## config.mk

```make
export PLATFORM = sky130hd
export DESIGN_NAME = double_ended_queue
export DESIGN_NICKNAME = d
export VERILOG_FILES = /design/src/dq_pkg.sv /design/src/dq_ram.sv /design/src/dq_ctrl.sv /design/src/dq_dpath.sv /design/src/double_ended_queue.sv
export SDC_FILE = /design/constraint.sdc
export NUM_CORES = 1
export LEC_CHECK = 0
export BUFFER_PORTS_ARGS = -buffer_cell sky130_fd_sc_hd__buf_2
export CORE_MARGIN = 2
export CORE_UTILIZATION = 37
export CTS_CLUSTER_DIAMETER = 120
export DETAILED_ROUTE_END_ITERATION = 10
export RECOVER_POWER = 25
export SLEW_MARGIN = 0
export SYNTH_ARGS = -nofsm -noshare
export SYNTH_HDL_FRONTEND = slang
export SYNTH_SLANG_ARGS = --single-unit
```

## constraint.sdc

```tcl
create_clock -name i_clk -period 6.54 [get_ports i_clk]
set_input_delay 0 -clock i_clk [delete_from_list [all_inputs] [get_ports i_clk]]
set_output_delay 0 -clock i_clk [all_outputs]
set_load 0.01 [all_outputs]
```

## src/dq_pkg.sv

```systemverilog
// ----------------------------------------------------------------------------
// dq_pkg: shared types and constants for the double-ended queue
// Sizes, operation and status codes, controller state and command bundle.
// ----------------------------------------------------------------------------
package dq_pkg;

    localparam int DEPTH      = 16;
    localparam int DATA_WIDTH = 32;
    localparam int IDX_W      = (DEPTH > 1) ? $clog2(DEPTH) : 1;
    localparam int CNT_W      = $clog2(DEPTH + 1);
    localparam int SUM_W      = IDX_W + 1;
    localparam int OP_W       = 2;
    localparam int VAL_W      = 32;
    localparam int ST_W       = 2;

    typedef enum logic [OP_W-1:0] {
        OP_PUSH_FRONT = 2'd0,
        OP_PUSH_REAR  = 2'd1,
        OP_POP_FRONT  = 2'd2,
        OP_POP_REAR   = 2'd3
    } t_op;

    typedef enum logic [ST_W-1:0] {
        ST_DONE  = 2'd0,
        ST_EMPTY = 2'd1,
        ST_FULL  = 2'd2
    } t_status;

    typedef enum logic [1:0] {
        S_IDLE   = 2'b01,
        S_FINISH = 2'b10
    } t_state;

    typedef struct packed {
        logic accept;
        logic load;
    } t_cmd;

endpackage

```

## src/dq_ram.sv

```systemverilog
// ----------------------------------------------------------------------------
// dq_ram: generic simple dual-port RAM
// One write port, one read port with registered read data.
// ----------------------------------------------------------------------------
module dq_ram #(
    parameter int WIDTH = 32,
    parameter int DEPTH = 16,
    parameter int AW    = (DEPTH > 1) ? $clog2(DEPTH) : 1
) (
    input  logic             i_clk,
    input  logic             i_we,
    input  logic [AW-1:0]    i_waddr,
    input  logic [WIDTH-1:0] i_wdata,
    input  logic             i_re,
    input  logic [AW-1:0]    i_raddr,
    output logic [WIDTH-1:0] o_rdata
);

    logic [WIDTH-1:0] r_mem [DEPTH];
    logic [WIDTH-1:0] r_rdata;

    always_ff @(posedge i_clk) begin
        if (i_we) begin
            r_mem[i_waddr] <= i_wdata;
        end
        if (i_re) begin
            r_rdata <= r_mem[i_raddr];
        end
    end

    assign o_rdata = r_rdata;

endmodule

```

## src/dq_ctrl.sv

```systemverilog
// ----------------------------------------------------------------------------
// dq_ctrl: deque controller
// Two-state sequencer: take an item, then load the result register.
// ----------------------------------------------------------------------------
module dq_ctrl
    import dq_pkg::*;
(
    input  logic i_clk,
    input  logic i_rst_n,
    input  logic i_in_valid,
    output logic o_in_ready,
    output logic o_out_valid,
    input  logic i_out_ready,
    output t_cmd o_cmd
);

    t_state r_state, n_state;
    logic   r_out_valid, n_out_valid;
    logic   in_ready;

    assign in_ready = (r_state == S_IDLE) && (!r_out_valid || i_out_ready);

    always_comb begin
        n_state     = r_state;
        n_out_valid = r_out_valid;
        o_cmd       = '0;
        if (r_out_valid && i_out_ready) begin
            n_out_valid = 1'b0;
        end
        unique case (r_state)
            S_IDLE: begin
                if (i_in_valid && in_ready) begin
                    o_cmd.accept = 1'b1;
                    n_state      = S_FINISH;
                end
            end
            S_FINISH: begin
                o_cmd.load  = 1'b1;
                n_out_valid = 1'b1;
                n_state     = S_IDLE;
            end
            default: begin
                n_state = S_IDLE;
            end
        endcase
    end

    always_ff @(posedge i_clk) begin
        if (!i_rst_n) begin
            r_state     <= S_IDLE;
            r_out_valid <= 1'b0;
        end else begin
            r_state     <= n_state;
            r_out_valid <= n_out_valid;
        end
    end

    assign o_in_ready  = in_ready;
    assign o_out_valid = r_out_valid;

endmodule

```

## src/dq_dpath.sv

```systemverilog
// ----------------------------------------------------------------------------
// dq_dpath: deque datapath
// Head index, entry count, ring addressing, slot RAM and result register.
// ----------------------------------------------------------------------------
module dq_dpath
    import dq_pkg::*;
(
    input  logic                    i_clk,
    input  logic                    i_rst_n,
    input  t_cmd                    i_cmd,
    input  logic [OP_W-1:0]         i_op,
    input  logic signed [VAL_W-1:0] i_value,
    output logic signed [VAL_W-1:0] o_popped,
    output logic [ST_W-1:0]         o_status,
    output logic                    o_now_empty,
    output logic                    o_now_full
);

    t_op              op;
    logic [IDX_W-1:0] r_head, n_head;
    logic [CNT_W-1:0] r_count, n_count;
    logic             r_pop_ok;
    t_status          r_status, status;
    logic             is_push, err_full, err_empty;
    logic [IDX_W-1:0] head_dec, head_inc, rear_pos, addr;
    logic [CNT_W-1:0] off;
    logic [SUM_W-1:0] sum;
    logic             we;
    logic [DATA_WIDTH-1:0] rdata;

    logic signed [VAL_W-1:0] r_popped;
    logic [ST_W-1:0]         r_st_out;
    logic                    r_now_empty, r_now_full;

    assign op        = t_op'(i_op);
    assign is_push   = (op == OP_PUSH_FRONT) || (op == OP_PUSH_REAR);
    assign err_full  = is_push && (r_count == CNT_W'(DEPTH));
    assign err_empty = !is_push && (r_count == '0);

    assign head_dec = (r_head == '0) ? IDX_W'(DEPTH - 1) : r_head - 1'b1;
    assign head_inc = (r_head == IDX_W'(DEPTH - 1)) ? '0 : r_head + 1'b1;
    assign off      = (op == OP_POP_REAR) ? r_count - 1'b1 : r_count;
    assign sum      = SUM_W'(r_head) + SUM_W'(off);
    assign rear_pos = (sum >= SUM_W'(DEPTH)) ? IDX_W'(sum - SUM_W'(DEPTH)) : IDX_W'(sum);

    always_comb begin
        unique case (op)
            OP_PUSH_FRONT: addr = head_dec;
            OP_POP_FRONT:  addr = r_head;
            OP_PUSH_REAR,
            OP_POP_REAR:   addr = rear_pos;
            default:       addr = r_head;
        endcase
    end

    always_comb begin
        n_head  = r_head;
        n_count = r_count;
        status  = ST_DONE;
        if (err_full) begin
            status = ST_FULL;
        end else if (err_empty) begin
            status = ST_EMPTY;
        end else if (i_cmd.accept) begin
            if (is_push) begin
                n_count = r_count + 1'b1;
            end else begin
                n_count = r_count - 1'b1;
            end
            if (op == OP_PUSH_FRONT) begin
                n_head = head_dec;
            end else if (op == OP_POP_FRONT) begin
                n_head = head_inc;
            end
        end
    end

    assign we = i_cmd.accept && is_push && !err_full;

    dq_ram #(
        .WIDTH (DATA_WIDTH),
        .DEPTH (DEPTH),
        .AW    (IDX_W)
    ) u_ram (
        .i_clk   (i_clk),
        .i_we    (we),
        .i_waddr (addr),
        .i_wdata (DATA_WIDTH'($unsigned(i_value))),
        .i_re    (i_cmd.accept),
        .i_raddr (addr),
        .o_rdata (rdata)
    );

    always_ff @(posedge i_clk) begin
        if (!i_rst_n) begin
            r_head  <= '0;
            r_count <= '0;
        end else begin
            r_head  <= n_head;
            r_count <= n_count;
        end
    end

    always_ff @(posedge i_clk) begin
        if (i_cmd.accept) begin
            r_pop_ok <= !is_push && !err_empty;
            r_status <= status;
        end
        if (i_cmd.load) begin
            r_popped    <= r_pop_ok ? VAL_W'(rdata) : '0;
            r_st_out    <= r_status;
            r_now_empty <= (r_count == '0);
            r_now_full  <= (r_count == CNT_W'(DEPTH));
        end
    end

    assign o_popped    = r_popped;
    assign o_status    = r_st_out;
    assign o_now_empty = r_now_empty;
    assign o_now_full  = r_now_full;

endmodule

```

## src/double_ended_queue.sv

```systemverilog
// ----------------------------------------------------------------------------
// double_ended_queue: bounded deque on a ring of slots
// Push or pop at either end; one result per request.
// ----------------------------------------------------------------------------
//  channel  | handshake                 | payload
//  request  | i_in_valid / o_in_ready   | i_op, i_value
//  result   | o_out_valid / i_out_ready | o_popped, o_status, o_now_empty, o_now_full
//
// Requests are taken one at a time: in S_IDLE the accept addresses the slot RAM,
// and in S_FINISH the registered RAM read is loaded into the result register.
// A request is taken while the previous result waits only if that result
// is taken at the same edge.
// Synchronous active-low reset empties the deque; slot contents are not cleared.
module double_ended_queue
    import dq_pkg::*;
(
    input  logic                    i_clk,
    input  logic                    i_rst_n,
    input  logic                    i_in_valid,
    output logic                    o_in_ready,
    input  logic [OP_W-1:0]         i_op,
    input  logic signed [VAL_W-1:0] i_value,
    output logic                    o_out_valid,
    input  logic                    i_out_ready,
    output logic signed [VAL_W-1:0] o_popped,
    output logic [ST_W-1:0]         o_status,
    output logic                    o_now_empty,
    output logic                    o_now_full
);

    t_cmd cmd;

    dq_ctrl u_ctrl (
        .i_clk       (i_clk),
        .i_rst_n     (i_rst_n),
        .i_in_valid  (i_in_valid),
        .o_in_ready  (o_in_ready),
        .o_out_valid (o_out_valid),
        .i_out_ready (i_out_ready),
        .o_cmd       (cmd)
    );

    dq_dpath u_dpath (
        .i_clk       (i_clk),
        .i_rst_n     (i_rst_n),
        .i_cmd       (cmd),
        .i_op        (i_op),
        .i_value     (i_value),
        .o_popped    (o_popped),
        .o_status    (o_status),
        .o_now_empty (o_now_empty),
        .o_now_full  (o_now_full)
    );

endmodule

```

==> results_dict.tcl <==
set metrics [dict create \
    via_count 13900 \
    dp_hpwl_um 29300 \
    pwr-share-seq 0.497 \
    initial_core_util 0.372 \
    slowest_delay_ns 0.88 \
    r2r_start "u_dpath.r_count[0]" \
    finalCritPeriodShare 0.641 \
    overflow 0 \
    die-area_um2 65100 \
    multi_input_area_um2 5110 \
    syn_to_final_growth_pct 14.7 \
    die_y_um 255 \
    track_usage 0.174 \
    synth_edf_count 583 \
    crit_chain "inv_1 > ha_1 > nor2_1 > a21o_1 > inv_1 > fa_1 > xor2_1 > o21a_1 > a21oi_4 > buf_4 > nand3_1 > nand4_1 > o21ai_1" \
    dpl_cell_area_um2 24500 \
    ys_ff_latch 595 \
    crit_path_frequent_cell "inv_1" \
    synth_cells 1670 \
    skew_ns 0.0241 \
    path_max_fanout 39 \
    synthArstFlopShare 0 \
    first_global_vias 13600 \
    fmax_mhz 239 \
    ys.flop_type "edfxtp_1" \
    slew_viol_final 0 \
    cts-resized-gates 0 \
    holdCritStartpoint "i_out_ready" \
    use_met1 0.244 \
    rsz0062_at_grt "false" \
    critPathBufInv 3 \
    diodes 0 \
    port_buffers 75 \
    yosysSeqAreaShare 0.761 \
    p_total_mw 8.82 \
    maxCapViolCount 0 \
    clkPwrFrac 0.370 \
    route.detailed.drc 0 \
    final_hold_viol_count 0 \
    worst-slew-pin-transition_ns 1.23 \
    critPathSlowestCell "a21oi_4" \
    drive_gt1_frac 0.102 \
    status "finished clean" \
    holdWs_ns 0.278 \
    min_to "u_ctrl.o_out_valid" \
    hold_buffers 36 \
    dr.pass1.iters 6 \
    fillCellCount 5716 \
    ys_types 50 \
    grt_antenna_before_repair 0 \
    drt.antenna.violating_nets 0 \
    cts-buffers-inserted 60 \
    cts_setup_buffers 0 \
    hold_path_depth 4 \
    busiest_layer "met2" \
    syn_area_um2 23300 \
    relSlewSlack 0.178 \
    h-tree-depth 2 \
    die_w_um 255 \
    avgSynthCellArea_um2 14.0 \
    clk_latency_ns 0.64 \
    regArea_um2 17700 \
    syn-num-nets 1718 \
    rows 92 \
    design_area_um2 26800 \
    drt_wl_total_um 56600 \
    tns_ns 0 \
    r2r_cells 13 \
    crit_required_ns 6.88 \
    grt_max_degree 186 \
    ir_worst_vdd_uv 198 \
    cts_tree "done" \
    p_int_mw 6.52 \
    p_sw_mw 2.30 \
    pwr-share-comb 0.134 \
    place_congestion 0.795 \
    nNetsFinal 1820 \
    fin_crit_ns 4.19 \
    met2_usage 0.287 \
    cts_sinks 595 \
    worst-setup-path-type "flip-flop to flip-flop" \
    setup_violations 0 \
    cts_buffer_depth 3 \
    yosys_warnings 0 \
    arrival_ns 4.53 \
    cp_top_family "compound AO/OA/AOI/OAI gates" \
    cp-start-kind "flip-flop" \
    r2r_end "u_dpath.u_ram.o_rdata[24]" \
    core_area_um2 62700 \
    grt_pass1_wl_um 85000 \
    io-pin-count 76 \
    hold_class "input pin to flip-flop" \
    powerDensity_nw_per_um2 329 \
    fin_ws_ns 2.35 \
    r2r_slack_ns 2.35 \
    clk_pin_slew_ns 0.06 \
    pre_cts_ws_ns 2.40 \
    cts_root_buffer "clkbuf_16" \
    viasPerCell 5.21 \
    end_kind "flip-flop" \
    switching_share 0.261 \
    dr.first_iter.drc_count 1311 \
    power_leakage_nw 8.95 \
    met3_usage 0.0226 \
    routedWlPerCell_um 21.3 \
]
## registers in the layout, indices dropped and copies added (netlist names)
name	cells
u_dpath.u_ram.r_mem	512
u_dpath.o_popped	32
u_dpath.u_ram.o_rdata	32
u_dpath.r_count	5
u_dpath.r_head	4
u_ctrl.r_state	2
u_dpath.o_status	2
u_dpath.r_status	2
u_ctrl.o_out_valid	1
u_dpath.o_now_empty	1
u_dpath.o_now_full	1
u_dpath.r_pop_ok	1
## power groups by stage
| stage | Clock [mW] | Sequential (mW) | Combinational [mW] |
|---|---|---|---|
| floorplan | 0 | 4.43 | 0.828 |
| global placement | 0 | 4.46 | 1.15 |
| detailed placement | 0 | 4.46 | 1.17 |
| CTS | 3.32 | 4.38 | 1.19 |
| global route | 3.47 | 4.38 | 1.30 |
| finish | 3.26 | 4.38 | 1.18 |
## final cells by class
class,instances,share of cell area
well taps,846,0.0396
clock buffers,75,0.0582
repair buffers,137,0.0361
flip-flops and latches,595,0.663
inverters,10,0.00140
multi-input cells,968,0.191
clock inverters,32,0.0108
## Yosys cell counts, drive strengths merged (3+ instances only)
library cell  count  share of area
a21boi            4         0.0013
o211a             3         0.0013
clkbuf           27         0.0043
xnor2             6         0.0023
edfxtp          583           0.75
nand3           194          0.042
a21o              3        0.00097
a21oi             6         0.0014
o21ai            38         0.0082
and2             39          0.010
o31ai             5         0.0016
a32oi            32          0.012
inv              10         0.0016
nor2             26         0.0043
xor2              4         0.0015
nor2b             5         0.0013
ha                9         0.0048
nand2b            5         0.0013
buf              70          0.022
nor3              3         0.0011
nand4            64          0.017
dfxtp            12          0.010
nand2           465          0.075
mux2i            33          0.014
## how the worst max path moves through the flow
| stage | depth (start not counted) | startpoint | slack [ns] | endpoint |
|---|---|---|---|---|
| after detailed placement | 13 | u_dpath.r_count[0] | 2.40 | u_dpath.u_ram.o_rdata[16] |
| after global routing | 13 | u_dpath.r_count[0] | 2.16 | u_dpath.u_ram.o_rdata[2] |
| after CTS | 13 | u_dpath.r_count[0] | 2.41 | u_dpath.u_ram.o_rdata[16] |
| final | 13 | u_dpath.r_count[0] | 2.35 | u_dpath.u_ram.o_rdata[24] |
| after global placement | 13 | u_dpath.r_count[0] | 2.46 | u_dpath.u_ram.o_rdata[29] |
| after floorplan | 12 | u_dpath.r_count[0] | 2.52 | u_dpath.u_ram.r_mem[8][0] |
## cell families (layout without fill, tap and decap cells)
logic type	count (synthesis)	after routing	share of synthesized area
and+or+nand+nor	812	812	0.156
DFF	595	595	0.761
buffers and inverters	107	254	0.0283
AOI/OAI and AO/OA	103	103	0.0311
muxes	33	33	0.0142
adders and majority gates	10	10	0.00568
xor gates and xnor gates	10	10	0.00375
## tightest hold or removal path, stage by stage
cell and delay [ns]:
dlygate4sd3_1 0.52, buf_2 0.09, nand2b_1 0.12, a21boi_0 0.10
## placed cells by master (no fill, tap or decap), types with 4 or more instances in the layout
cell	count
edfxtp_1	583
nand2_1	465
nand3_1	194
nand4_1	64
clkbuf_16	60
buf_2	54
and2_1	39
clkbuf_1	36
dlygate4sd3_1	36
mux2i_1	33
a32oi_1	32
o21ai_1	32
buf_4	21
nor2_4	16
clkinv_1	16
dfxtp_1	12
nor2_1	9
inv_1	9
ha_1	9
xnor2_1	6
o21ai_0	6
nand2b_1	5
o31ai_1	5
nor2b_1	5
buf_12	5
xor2_1	4
a21boi_0	4
clkinv_2	4
bufinv_16	4
## layer usage
layer | wire [µm] | part of all wire
met5 | 0 | 0
met4 | 1010 | 0.018
met3 | 3280 | 0.058
met2 | 27300 | 0.48
met1 | 25000 | 0.44
## per-stage QoR
step,instances,util
after floorplan,1670,-
after global placement,2517,0.391
after detailed placement,2518,0.391
after CTS,2661,0.426
after global routing,2663,0.427
final,2663,0.427
Power figures use the tool's default switching activity.
